$ cat config.mk
export PLATFORM = sky130hd
export DESIGN_NAME = fpmso_mul
export DESIGN_NICKNAME = d
export VERILOG_FILES = /design/src/rtl/core/fpmso_pkg.sv /design/src/rtl/core/fpmso_mul.sv
export SDC_FILE = /design/constraint.sdc
export NUM_CORES = 2
export LEC_CHECK = 0
export BUFFER_PORTS_ARGS = -buffer_cell sky130_fd_sc_hd__buf_4
export CELL_PAD_IN_SITES_DETAIL_PLACEMENT = 0
export CELL_PAD_IN_SITES_GLOBAL_PLACEMENT = 1
export CORE_MARGIN = 2
export CORE_UTILIZATION = 30
export CTS_CLUSTER_SIZE = 24
export DETAILED_ROUTE_END_ITERATION = 12
export PLACE_DENSITY = 0.6
export SETUP_SLACK_MARGIN = 0.5
export SLEW_MARGIN = 20
export SYNTH_ARGS = -nofsm -noshare
export SYNTH_HDL_FRONTEND = slang
export SYNTH_SLANG_ARGS = --single-unit
$ cat constraint.sdc
create_clock -name i_clk -period 25.5 [get_ports i_clk]
set_input_delay 7.65 -clock i_clk [delete_from_list [all_inputs] [get_ports i_clk]]
set_output_delay 7.65 -clock i_clk [all_outputs]
set_load 0.02 [all_outputs]
$ cat src/rtl/core/fpmso_pkg.sv
`timescale 1ns / 1ps
// Package for the feedback phase-modulation sine oscillator.
// Holds sizes, register indexes, the configuration struct and constant tables; no dependencies.

package fpmso_pkg;

    // Sizes of the datapath.
    localparam int PHASE_BITS      = 32;
    localparam int SAMPLE_BITS     = 16;
    localparam int EXP_TABLE_DEPTH = 256;
    localparam int EXP_IDX_BITS    = $clog2(EXP_TABLE_DEPTH);
    localparam int PITCH_W         = 16;
    localparam int ANGLE_W         = 32;
    localparam int MUL_W           = 33;
    localparam int PROD_W          = 64;
    localparam int EXP_W           = 22;
    localparam int OCT_N_W         = 6;
    localparam int CENT_Q_W        = 14;

    // Configuration port.
    localparam int CFG_IDX_W  = 3;
    localparam int CFG_DATA_W = 31;

    localparam logic [CFG_IDX_W-1:0] CFG_IDX_ENABLE    = 3'd0;
    localparam logic [CFG_IDX_W-1:0] CFG_IDX_OCTAVE    = 3'd1;
    localparam logic [CFG_IDX_W-1:0] CFG_IDX_CENT      = 3'd2;
    localparam logic [CFG_IDX_W-1:0] CFG_IDX_FEEDBACK  = 3'd3;
    localparam logic [CFG_IDX_W-1:0] CFG_IDX_HARMONIC  = 3'd4;
    localparam logic [CFG_IDX_W-1:0] CFG_IDX_MOD_DEPTH = 3'd5;
    localparam logic [CFG_IDX_W-1:0] CFG_IDX_BASE_STEP = 3'd6;

    localparam logic [15:0] HARMONIC_RST  = 16'd8192;
    localparam logic [30:0] BASE_STEP_RST = 31'd23411420;

    typedef struct packed {
        logic              enable;
        logic signed [3:0] octave_offset;
        logic signed [7:0] cent_offset;
        logic [15:0]       feedback_gain;
        logic [15:0]       harmonic_ratio;
        logic [15:0]       inner_mod_depth;
        logic [30:0]       base_step;
    } t_cfg;

    // Arithmetic constants.
    localparam int SHIFT_BASE = 62 - PHASE_BITS;
    localparam int FB_FRAC    = SAMPLE_BITS + 13;
    localparam int OUT_SHIFT  = 31 - SAMPLE_BITS;
    localparam int CENT_DIV   = 1200;
    localparam int CENT_HALF  = 600;

    localparam logic [62:0]        NYQ_STEP   = 63'(1) << (PHASE_BITS - 1);
    localparam logic [31:0]        ANGLE_PI   = 32'h8000_0000;
    localparam logic [30:0]        SIN_ONE    = 31'h4000_0000;
    localparam logic [32:0]        DIV5_MAGIC = 33'h0_CCCC_CCCD;
    localparam logic signed [31:0] OUT_ROUND  = 32'(1) << (OUT_SHIFT - 1);
    localparam logic signed [31:0] OUT_MAX    = 32'((1 << (SAMPLE_BITS - 1)) - 1);

    // Bitwise integer square root, 32 result bits.
    function automatic logic [63:0] f_isqrt(input logic [63:0] v);
        logic [63:0] rem;
        logic [63:0] root;
        logic [63:0] b;
        rem  = v;
        root = 64'd0;
        b    = 64'h4000_0000_0000_0000;
        for (int i = 0; i < 32; i++) begin
            if (rem >= root + b) begin
                rem  = rem - (root + b);
                root = (root >> 1) + b;
            end else begin
                root = root >> 1;
            end
            b = b >> 2;
        end
        return root;
    endfunction

    // 2^(i/D) in Q2.30, built from products of truncated roots of two.
    typedef logic [31:0] t_exp_tab [0:EXP_TABLE_DEPTH];

    function automatic t_exp_tab f_exp_tab();
        t_exp_tab    tab;
        logic [63:0] roots [1:16];
        logic [63:0] f;
        logic [63:0] r;
        roots[1] = f_isqrt(64'd1 << 61);
        for (int k = 2; k <= 16; k++) begin
            roots[k] = f_isqrt(roots[k-1] << 30);
        end
        for (int i = 0; i < EXP_TABLE_DEPTH; i++) begin
            f = (64'(i) << 16) / EXP_TABLE_DEPTH;
            r = 64'd1 << 30;
            for (int k = 1; k <= 16; k++) begin
                if (f[16-k]) begin
                    r = (r * roots[k]) >> 30;
                end
            end
            tab[i] = r[31:0];
        end
        tab[EXP_TABLE_DEPTH] = 32'h8000_0000;
        return tab;
    endfunction

    localparam t_exp_tab EXP_TAB = f_exp_tab();

    // Cents as a Q.16 fraction of an octave, rounded half away from zero.
    typedef logic [CENT_Q_W-1:0] t_cent_tab [0:255];

    function automatic t_cent_tab f_cent_tab();
        t_cent_tab tab;
        for (int m = 0; m < 256; m++) begin
            tab[m] = CENT_Q_W'((m * 65536 + CENT_HALF) / CENT_DIV);
        end
        return tab;
    endfunction

    localparam t_cent_tab CENT_TAB = f_cent_tab();

endpackage

$ cat src/rtl/core/fpmso_mul.sv
`timescale 1ns / 1ps
// Shared signed multiplier with a registered product.
// Depends on fpmso_pkg for operand and product widths.

module fpmso_mul import fpmso_pkg::*; (
    input  logic                    i_clk,
    input  logic signed [MUL_W-1:0] i_a,
    input  logic signed [MUL_W-1:0] i_b,
    output logic [PROD_W-1:0]       o_prod
);

    logic signed [2*MUL_W-1:0] full;
    logic [PROD_W-1:0]         r_prod;

    assign full = i_a * i_b;

    always_ff @(posedge i_clk) begin
        r_prod <= full[PROD_W-1:0];
    end

    assign o_prod = r_prod;

endmodule

# Word level (Yosys, flattened, before mapping)
# Index checks and enable logic that the tools add are counted.
classes:
  n_reduce_logical: 0
  multipliers: 1
  div: 0
  addsub: 0
  bitwise: 0
  eq_ne: 0
  magnitude_cmp: 0
  mux: 0
  n_shift: 0
ops:
  columns: ["cell", "count"]
  rows:
  - ["$mul 33x33->64", 1]
totals:
  ff_bits: 64
  romBits: 0
  memories: 0
  ram_bits: 0
  elab_cells: 2
  inputBits: 67
  latch_bits: 0

# Depth between registers and ports, before layout
logic_depth:
  depth_word: 1
  ltp_mapped: 28
  ltp_nobuf: 26

# Least setup slack after synthesis
# No wires, ideal clock.
synth_timing:
  kind: "input to register"
  start: "input i_a[32]"
  end: "register r_prod[63], in the netlist o_prod[63]"
  stages: 24
  path_slack_ns: 10.586
  arrival_time_ns: 14.842
  setup_time_ns: 0.072
  n_path_buf: 1
  path_cell_list: "clkbuf_1 -> nand2_1 -> inv_1 -> fa_1 -> fa_1 -> fa_1 -> inv_1 -> fa_1 -> inv_1 -> fa_1 -> fa_1 -> fa_1 -> inv_1 -> fa_1 -> inv_1 -> ha_1 -> a21o_1 -> a21o_1 -> a21oi_1 -> nand2_1 -> o31ai_1 -> o211ai_1 -> a21oi_1 -> xnor2_1"
synth_via:
  elab_chain_len: 1
synth_rtl:
  columns: ["item", "line_no", "rtl"]
  rows:
  - ["start: declaration", "fpmso_mul.sv:7", "input logic signed [MUL_W-1:0] i_a,"]
  - ["$mul 33x33->64", "fpmso_mul.sv:15", "assign full = i_a * i_b;"]
  - ["named net full[63]", "fpmso_mul.sv:12", "logic signed [2*MUL_W-1:0] full;"]
  - ["end signal: assignment", "fpmso_mul.sv:18", "r_prod <= full[PROD_W-1:0];"]
  - ["end: declaration", "fpmso_mul.sv:13", "logic [PROD_W-1:0] r_prod;"]
# The timed path passes the listed nets, and every way through them passes these cells.

# Final worst setup path
layout_timing:
  start: "input i_b[0]"
  end: "register r_prod[63], in the netlist o_prod[63]"
layout_via:
  elab_chain_len: 1
layout_rtl:
  columns: ["item", "line_no", "rtl"]
  rows:
  - ["start: declaration", "fpmso_mul.sv:8", "input logic signed [MUL_W-1:0] i_b,"]
  - ["$mul 33x33->64", "fpmso_mul.sv:15", null]
  - ["named net full[63]", "fpmso_mul.sv:12", null]
# The timed path passes the listed nets, and every way through them passes these cells.

==> metrics.cfg <==
[sta]
finalCritPeriodShare_pct=60.61
finalMaxSlewViolations=0
fin_setup_tns_ps=0
worstMarginPinSlew_ps=771.9
clock.fmax_ghz=0.06470
slew_headroom_pct=48.00
setup_viol=0
hold_viol=0
finalCriticalPeriod_ps=15460
rsz0062_at_grt=false

[floorplan]
die_width_um=367.1
io-pin-count=131
die_h_um=367.1
dieArea_um2=134700
core_um2=131100
initial_core_util_pct=30.16
placementRows=133

[global_routing]
grt_max_degree=35
grt.total_usage_pct=17.51
antenna_found_initial=1
grt_first_pass_wirelength_um=179900
grt_pass1_vias=30400
grt_overflow=0

[setup_path]
endpoint=o_prod[63]
startpoint=i_b[0]
crit_type=input pin to register
worstPathArrival_ps=15750
worstPathRequired_ps=25790
critPathCaptureType=register
crit_fanout=33
start_kind=input pin

[finish]
final_nets=5533
fillCellCount=13990
drive_above_1_share_pct=3.749
largest_reg_flops=64
final_common_cell=fa_1
final_cell_mix=fa_1 (1125), inv_1 (1086), and2_1 (548)
syn_to_final_growth_pct=6.771

[routing]
route.detailed.wl_per_inst_um=19.37
wl_um=114100
drc=0
wl_met1_um=44340
avgViaCountPerCell=4.568
first_pass_iters=5
top_layer=met4
wl_met2_um=63690
vias=26910
ant_nets=0
wl_met3_um=3116
drtIter0Drc=1192

[hold_path]
hp-class=input pin to register

[cts]
cts_tree=yes
hold_buffers=0
cts_max_level=3
cts_max_path_buffers=2
clockRootBuffer=clkbuf_16
post-cts-setup-buffers=0
cts_made_buffers=9
ctsResizeCount=0
cts.sinks=64
clk_pin_slew_worst_paths_ps=60

[logic_synthesis]
avgSynthCellArea_um2=9.399
ys_seq_elements=64
synth_edf_count=0
ys_warn_count=0
async_reset_ff_share_pct=0
syn_inst=4207
synthFlopType=dfxtp_1
synth_cell_types=57
synth_area_um2=39540
syn-num-nets=5611
ys_seq_area_share_pct=3.240

[placement]
routabilityCongestion=0.8434
port_buffers=130
dp_hpwl_um=93860

[status]
outcome=finished, final reports clean

[run]
cap_viol_max_count=0

-- synth_stat cells, drive strengths merged (4+ instances only) --
cell / number / area share [%]
fa: 1125 / 57
inv: 1086 / 10
and2: 548 / 8.7
nand2: 547 / 5.2
clkbuf: 222 / 2.1
ha: 212 / 6.7
a21oi: 70 / 0.90
dfxtp: 64 / 3.2
xnor2: 55 / 1.2
o21ai: 36 / 0.47
nor2b: 32 / 0.51
xor2: 21 / 0.47
a21o: 18 / 0.34
nand3: 18 / 0.23
nor2: 18 / 0.17
o21a: 18 / 0.34
nand4: 12 / 0.19
nor3: 12 / 0.16
a211oi: 9 / 0.20
nand2b: 9 / 0.14
o211ai: 7 / 0.13
o21bai: 7 / 0.13
a31oi: 6 / 0.095
and3: 6 / 0.095
a21boi: 4 / 0.076
and4: 4 / 0.089
nor4: 4 / 0.063
o31ai: 4 / 0.076
or3: 4 / 0.063
-- per-stage QoR --
stage	instance area [um2]	utilization, %	cells	setup slack, ps	hold WS, ps
final	42220	32.20	5890	10040	7756
after floorplan	39540	-	4207	10590	7777
after global routing	42220	32.20	5889	9491	7737
after CTS	42220	32.20	5889	10020	7737
after detailed placement	41900	31.96	5873	9676	8061
after global placement	41900	31.96	5873	9655	8063
-- final cells by class --
class                      instances  area [um2]  area share (%)
clock buffer                      11       232.7          0.5512
antenna                            1       2.502        0.005927
inverter                        1086        4076           9.655
clock inverter                     5       81.33          0.1926
sequential                        64        1281           3.035
multi-input combinational       2835       33350           78.99
timing repair buffer             133       998.5           2.365
tap                             1755        2196           5.201
-- routing by layer --
layer  track usage (%)  up-vias
met5                 0        -
met4             4.146        0
met3             1.524      102
met2             33.40      436
met1             21.06    14610
li1                  -    11760
-- cells by family (layout without fill, tap and decap cells) --
group / count (synthesis) / after routing / share of synthesized area (%)
adder cells (fa/ha/maj): 1337 / 1337 / 63.66
buffers and inverters: 1308 / 1235 / 12.42
XOR/XNOR: 76 / 76 / 1.683
AO/OA/AOI/OAI: 200 / 200 / 3.253
flip-flops: 64 / 64 / 3.240
AND/OR/NAND/NOR: 1221 / 1221 / 15.72
other: 0 / 1 / 0
multiplexers: 1 / 1 / 0.02531
-- how the worst min path moves through the flow --
stage                     depth (start not counted)          to  startpoint
final                                             2   o_prod[0]      i_b[0]
after global routing                              2   o_prod[0]      i_b[0]
after CTS                                         2   o_prod[0]      i_b[0]
after detailed placement                          1  o_prod[23]  o_prod[23]
after global placement                            1  o_prod[21]  o_prod[21]
after floorplan                                   1   o_prod[0]      i_a[0]
-- worst max-delay path, cell delays in order --
cell and delay, ps:
buf_4 320, nand2_1 160, inv_1 150, fa_1 490, fa_1 570, fa_1 500, buf_4 200, inv_1 140
fa_1 820, inv_1 370, fa_1 550, fa_1 510, fa_1 500, inv_1 50, fa_1 480, inv_1 40
ha_1 350, nand4_1 270, nor3_1 120, o21a_1 240, o31ai_1 650, o211ai_1 190, a21oi_1 210, xnor2_1 130
Power is not shown: default switching activity piles up to over one toggle a cycle in this logic, so the estimate is an artifact.
