## src/rtl/core/fpmso_pkg.sv

```systemverilog
`timescale 1ns / 1ps
// Package for the feedback phase-modulation sine oscillator.
// Holds sizes, register indexes, the configuration struct and constant tables; no dependencies.

package fpmso_pkg;

    // Sizes of the datapath.
    localparam int PHASE_BITS      = 32;
    localparam int SAMPLE_BITS     = 16;
    localparam int EXP_TABLE_DEPTH = 256;
    localparam int EXP_IDX_BITS    = $clog2(EXP_TABLE_DEPTH);
    localparam int PITCH_W         = 16;
    localparam int ANGLE_W         = 32;
    localparam int MUL_W           = 33;
    localparam int PROD_W          = 64;
    localparam int EXP_W           = 22;
    localparam int OCT_N_W         = 6;
    localparam int CENT_Q_W        = 14;

    // Configuration port.
    localparam int CFG_IDX_W  = 3;
    localparam int CFG_DATA_W = 31;

    localparam logic [CFG_IDX_W-1:0] CFG_IDX_ENABLE    = 3'd0;
    localparam logic [CFG_IDX_W-1:0] CFG_IDX_OCTAVE    = 3'd1;
    localparam logic [CFG_IDX_W-1:0] CFG_IDX_CENT      = 3'd2;
    localparam logic [CFG_IDX_W-1:0] CFG_IDX_FEEDBACK  = 3'd3;
    localparam logic [CFG_IDX_W-1:0] CFG_IDX_HARMONIC  = 3'd4;
    localparam logic [CFG_IDX_W-1:0] CFG_IDX_MOD_DEPTH = 3'd5;
    localparam logic [CFG_IDX_W-1:0] CFG_IDX_BASE_STEP = 3'd6;

    localparam logic [15:0] HARMONIC_RST  = 16'd8192;
    localparam logic [30:0] BASE_STEP_RST = 31'd23411420;

    typedef struct packed {
        logic              enable;
        logic signed [3:0] octave_offset;
        logic signed [7:0] cent_offset;
        logic [15:0]       feedback_gain;
        logic [15:0]       harmonic_ratio;
        logic [15:0]       inner_mod_depth;
        logic [30:0]       base_step;
    } t_cfg;

    // Arithmetic constants.
    localparam int SHIFT_BASE = 62 - PHASE_BITS;
    localparam int FB_FRAC    = SAMPLE_BITS + 13;
    localparam int OUT_SHIFT  = 31 - SAMPLE_BITS;
    localparam int CENT_DIV   = 1200;
    localparam int CENT_HALF  = 600;

    localparam logic [62:0]        NYQ_STEP   = 63'(1) << (PHASE_BITS - 1);
    localparam logic [31:0]        ANGLE_PI   = 32'h8000_0000;
    localparam logic [30:0]        SIN_ONE    = 31'h4000_0000;
    localparam logic [32:0]        DIV5_MAGIC = 33'h0_CCCC_CCCD;
    localparam logic signed [31:0] OUT_ROUND  = 32'(1) << (OUT_SHIFT - 1);
    localparam logic signed [31:0] OUT_MAX    = 32'((1 << (SAMPLE_BITS - 1)) - 1);

    // Bitwise integer square root, 32 result bits.
    function automatic logic [63:0] f_isqrt(input logic [63:0] v);
        logic [63:0] rem;
        logic [63:0] root;
        logic [63:0] b;
        rem  = v;
        root = 64'd0;
        b    = 64'h4000_0000_0000_0000;
        for (int i = 0; i < 32; i++) begin
            if (rem >= root + b) begin
                rem  = rem - (root + b);
                root = (root >> 1) + b;
            end else begin
                root = root >> 1;
            end
            b = b >> 2;
        end
        return root;
    endfunction

    // 2^(i/D) in Q2.30, built from products of truncated roots of two.
    typedef logic [31:0] t_exp_tab [0:EXP_TABLE_DEPTH];

    function automatic t_exp_tab f_exp_tab();
        t_exp_tab    tab;
        logic [63:0] roots [1:16];
        logic [63:0] f;
        logic [63:0] r;
        roots[1] = f_isqrt(64'd1 << 61);
        for (int k = 2; k <= 16; k++) begin
            roots[k] = f_isqrt(roots[k-1] << 30);
        end
        for (int i = 0; i < EXP_TABLE_DEPTH; i++) begin
            f = (64'(i) << 16) / EXP_TABLE_DEPTH;
            r = 64'd1 << 30;
            for (int k = 1; k <= 16; k++) begin
                if (f[16-k]) begin
                    r = (r * roots[k]) >> 30;
                end
            end
            tab[i] = r[31:0];
        end
        tab[EXP_TABLE_DEPTH] = 32'h8000_0000;
        return tab;
    endfunction

    localparam t_exp_tab EXP_TAB = f_exp_tab();

    // Cents as a Q.16 fraction of an octave, rounded half away from zero.
    typedef logic [CENT_Q_W-1:0] t_cent_tab [0:255];

    function automatic t_cent_tab f_cent_tab();
        t_cent_tab tab;
        for (int m = 0; m < 256; m++) begin
            tab[m] = CENT_Q_W'((m * 65536 + CENT_HALF) / CENT_DIV);
        end
        return tab;
    endfunction

    localparam t_cent_tab CENT_TAB = f_cent_tab();

endpackage

```

## src/rtl/core/fpmso_cfg.sv

```systemverilog
`timescale 1ns / 1ps
// Configuration register bank of the oscillator.
// Depends on fpmso_pkg for register indexes, reset values and t_cfg.

module fpmso_cfg import fpmso_pkg::*; (
    input  logic                  i_clk,
    input  logic                  i_rst_n,
    input  logic                  i_we,
    input  logic [CFG_IDX_W-1:0]  i_idx,
    input  logic [CFG_DATA_W-1:0] i_data,
    output t_cfg                  o_cfg
);

    t_cfg r_cfg;
    t_cfg n_cfg;

    always_comb begin
        n_cfg = r_cfg;
        if (i_we) begin
            case (i_idx)
                CFG_IDX_ENABLE:    n_cfg.enable          = i_data[0];
                CFG_IDX_OCTAVE:    n_cfg.octave_offset   = i_data[3:0];
                CFG_IDX_CENT:      n_cfg.cent_offset     = i_data[7:0];
                CFG_IDX_FEEDBACK:  n_cfg.feedback_gain   = i_data[15:0];
                CFG_IDX_HARMONIC:  n_cfg.harmonic_ratio  = i_data[15:0];
                CFG_IDX_MOD_DEPTH: n_cfg.inner_mod_depth = i_data[15:0];
                CFG_IDX_BASE_STEP: n_cfg.base_step       = i_data[30:0];
                default:           n_cfg                 = r_cfg;
            endcase
        end
    end

    always_ff @(posedge i_clk) begin
        if (!i_rst_n) begin
            r_cfg.enable          <= 1'b0;
            r_cfg.octave_offset   <= 4'sd0;
            r_cfg.cent_offset     <= 8'sd0;
            r_cfg.feedback_gain   <= 16'd0;
            r_cfg.harmonic_ratio  <= HARMONIC_RST;
            r_cfg.inner_mod_depth <= 16'd0;
            r_cfg.base_step       <= BASE_STEP_RST;
        end else begin
            r_cfg <= n_cfg;
        end
    end

    assign o_cfg = r_cfg;

endmodule

```

## config.mk

```make
export PLATFORM = sky130hd
export DESIGN_NAME = fpmso_cfg
export DESIGN_NICKNAME = d
export VERILOG_FILES = /design/src/rtl/core/fpmso_pkg.sv /design/src/rtl/core/fpmso_cfg.sv
export SDC_FILE = /design/constraint.sdc
export NUM_CORES = 1
export LEC_CHECK = 0
export BUFFER_PORTS_ARGS = -buffer_cell sky130_fd_sc_hd__buf_2
export CAP_MARGIN = 20
export CORE_AREA = 2 2 88 90
export CTS_BUF_LIST = sky130_fd_sc_hd__clkbuf_4 sky130_fd_sc_hd__clkbuf_8
export DETAILED_ROUTE_END_ITERATION = 10
export DIE_AREA = 0 0 90 92
export PLACE_DENSITY = 0.89
export SETUP_SLACK_MARGIN = 0.4
export SLEW_MARGIN = 10
export SYNTH_ARGS = -nofsm -noshare
export SYNTH_HDL_FRONTEND = slang
export SYNTH_SLANG_ARGS = --single-unit
```

## constraint.sdc

```tcl
create_clock -name i_clk -period 1.4 [get_ports i_clk]
set_clock_uncertainty 0.2 [all_clocks]
set_input_delay 0.07 -clock i_clk [delete_from_list [all_inputs] [get_ports i_clk]]
set_output_delay 0.07 -clock i_clk [all_outputs]
set_load 0.03 [all_outputs]
```

; Yosys cells after proc, flatten, opt, wreduce, memory -nomap -nowiden
; Index checks and enable logic that the tools add are counted.
[totals]
ff_bits = 92
input_bits = 37
output_inout_bits = 92
elab_cells = 21
[classes]
n_eq_ne = 6
n_reduce_logical = 8
[op_table]
columns = operator, count
row1 = 2-bit AND reduction, 7
row2 = "3-bit == test, second input constant", 3
row3 = "3-bit by 2-bit == test with 1-bit output, second input constant", 2
row4 = "3-bit by 1-bit == test with 1-bit output, second input constant", 1
row5 = 3-bit zero test, 1

; Depth between registers and ports, before layout
[depth]
depth_word = 2
mapped_depth = 5
depth_no_buf = 2

; Worst setup path before layout
; Ideal clock, no wire load.
[synth_timing]
path_kind = input -> register
start = input i_rst_n
end = register r_cfg, in the netlist o_cfg[53]
setup_ps = 72
arrival_ps = 777
required_time_ps = 1128
path_slack_ps = 351
path_stages = 5
path_buffers = 3
path_cell_list = buf_2 -> buf_4 -> clkbuf_1 -> nand2_1 -> mux2i_1
[synth_rtl]
columns = element, line
row1 = "start, declared", fpmso_cfg.sv:7  ; input logic i_rst_n,
row2 = "end signal, assigned", fpmso_cfg.sv:43  ; r_cfg <= n_cfg;
row3 = "end, declared", fpmso_cfg.sv:14  ; t_cfg r_cfg;

; Worst setup path in the final report
[layout_timing]
start = register r_cfg, in the netlist o_cfg[1]
end = output o_cfg[1] (netlist bit)
[layout_rtl]
columns = element, line
row1 = "end, declared", fpmso_cfg.sv:11  ; output t_cfg o_cfg
; No word-level cell between the ends.

==> reports/qor.csv <==
metric,value,unit
antenna_found_initial,0,
ios,129,
grt_max_degree,54,
crit_type,flip-flop to output port,
critPathBufInv,1,
finalSetupViolCount,0,
clkPwrFrac,36.1,%
diodes,0,
arrival,0.89,ns
final_common_cell,nand2_1,
grt_overflow,0,
vdd_ir_drop_max,0.548,mV
synth.largest_area_cell,dfxtp_1,
p_sw_share,27.3,%
largest_reg_flops,92,
vias,3247,
core_area,7450,um^2
area_growth,61.1,%
drive_gt1_share,52.9,%
ant_nets,0,
post-route-period-util,83.0,%
end_kind,output port,
crit_cells,1,
clock_latency,0.35,ns
outcome,"finished, violations left",
cp_slowest_cell,dfxtp_2,
holdWs,-0.0990,ns
ys_ff_latch,92,
first_pass_iters,4,
cts_tree,yes,
min_period,1.16,ns
drc,0,
synth_top_area_share,51.1,%
fp.dieH,92,um
ys_warn_count,0,
cts_buffers,9,
synth_cell_types,15,
violations,hold timing,
syn_nets,389,
vias_per_cell,5.03,
cp-start-kind,flip-flop,
mostFrequentLayoutCells,"nand2_1 (99), buf_6 (94), mux2i_1 (92), dfxtp_2 (92), buf_4 (40)",
place_hpwl,6120,um
p_leak,0.00267,uW
rsz0062_at_grt,true,
p_per_area,921,nW/um^2
hold_class,primary input to flip-flop,
finalCoreUtilization,77.9,%
grtUsageTotal,26.3,%
endpoint,o_cfg[1],
worst-r2r-cell-count,3,
dr.first_iter.drc_count,99,
row_count,32,
crit_path_cell_trace,buf_6,
clkSinkCount,92,
synthCells,352,
cts_max_level,3,
clk_path_buf_depth,2,
hold_viol_final,15,
comb_power_share,12.9,%
io_buffers,128,
fp.dieW,90,um
tightestPinTransition,0.410,ns
switchingPower,1460,uW
cp_data_required_time,1.13,ns
crit_family,flip-flops,
synth.cell_area,3600,um^2
drt_wl_total,11200,um
start_util,48.4,%
dp_cells,565,
stdcell_count,646,
nets,576,
gp_congestion,0.786,
hold_buffers,30,
slowest_delay,0.38,ns
cts-root-buf,clkbuf_8,
slew_headroom,72.3,%
grt_pass1_wl,17000,um
cp_max_fo,2,
wire_per_inst,17.3,um
setup_tns,0,ns
r2r-end,o_cfg[36],
intPower,3890,uW
grt_pass1_vias,3352,
startpoint,o_cfg[1],
seq_area_frac_synth,51.1,%
clk_pin_slew_worst_paths,0.11,ns
fmaxAchievable,861,MHz
maxCapViolations,0,
synth_area_per_cell,10.2,um^2
synth_area_leaders,"dfxtp_1 (51%), mux2i_1 (26%), nand2_1 (11%)",
die_area,8280,um^2
pwr-share-seq,51.0,%
crit-reg2reg-launch,o_cfg[36],
reg2reg_slack,0.37,ns
slew_viol_final,0,
==> stage by stage <==
| step | total power [uW] | setup slack, ns | instance area, um^2 |
|---|---|---|---|
| after floorplan | 3090 | 0.358 | 3610 |
| after global placement | 3250 | 0.219 | 4320 |
| after detailed placement | 3270 | 0.161 | 4320 |
| after CTS | 5290 | 0.263 | 5620 |
| after global routing | 5520 | 0.221 | 5800 |
| final | 5350 | 0.238 | 5800 |
==> what timing repair did <==
item                                    in CTS  in global routing
resized for setup                          276                  7
hold endpoints to repair                    92                  7
pin swaps                                    0                  0
buffers inserted                            13                 22
endpoints found under the setup margin      92                102
==> worst reg2reg max path: cells and delay by family (launching register included) <==
family | cells | cell delay (ns)
mux | 1 | 0.20
simple gates | 1 | 0.05
buf+inv | 1 | 0.12
flops | 1 | 0.38
==> final cells by class <==
| type | count | area (um^2) |
|---|---|---|
| multi-input combinational | 233 | 1600 |
| tap | 102 | 128 |
| clock buffer | 9 | 124 |
| timing repair buffer | 203 | 1910 |
| fill | 461 | 1640 |
| clock inverter | 7 | 86.3 |
| sequential | 92 | 1960 |
==> routing by layer <==
metal | part of all wire, % | wire [um] | track usage, % | up-vias
met5 | 0 | 0 | 0 | -
met2 | 55 | 6160 | 52.1 | 101
li1 | - | - | - | 1538
met3 | 3.8 | 427 | 4.52 | 29
met4 | 3.5 | 393 | 11.3 | 0
met1 | 37 | 4180 | 26.9 | 1579
==> cells in the mapped netlist <==
cell type,n
buf_6,5
dfxtp_1,92
nor2b_1,29
buf_2,8
nand4bb_1,2
and4bb_2,2
buf_12,1
nor4b_1,1
nand2_1,103
clkbuf_2,2
and4b_1,2
clkbuf_1,8
buf_4,3
nand4b_1,2
mux2i_1,92
==> power groups by stage <==
stage	Combinational, uW	Clock (uW)	Sequential (uW)
finish	689	1930	2730
global route	730	2060	2730
CTS	649	1920	2730
detailed placement	505	0	2760
floorplan	217	0	2880
global placement	492	0	2760
==> how the worst min path moves through the flow <==
stage               start         to  slack, ns  cells after the start
2_1_floorplan  i_data[17]  o_cfg[17]       0.01                      2
3_3_place_gp   i_data[25]  o_cfg[25]       0.12                      3
3_5_place_dp   i_data[25]  o_cfg[25]       0.13                      3
4_1_cts          i_idx[0]  o_cfg[91]      -0.12                      3
5_1_grt          i_idx[1]  o_cfg[91]      -0.07                      3
6_report         i_idx[0]  o_cfg[91]       -0.1                      3
==> logic make-up after synthesis <==
| logic type | count (synthesis) | share of synthesized area (%) |
|---|---|---|
| muxes | 92 | 25.6 |
| buffers and inverters | 27 | 4.97 |
| DFF | 92 | 51.1 |
| and+or+nand+nor | 141 | 18.4 |
Note: power is estimated with default switching activity, not from simulation.
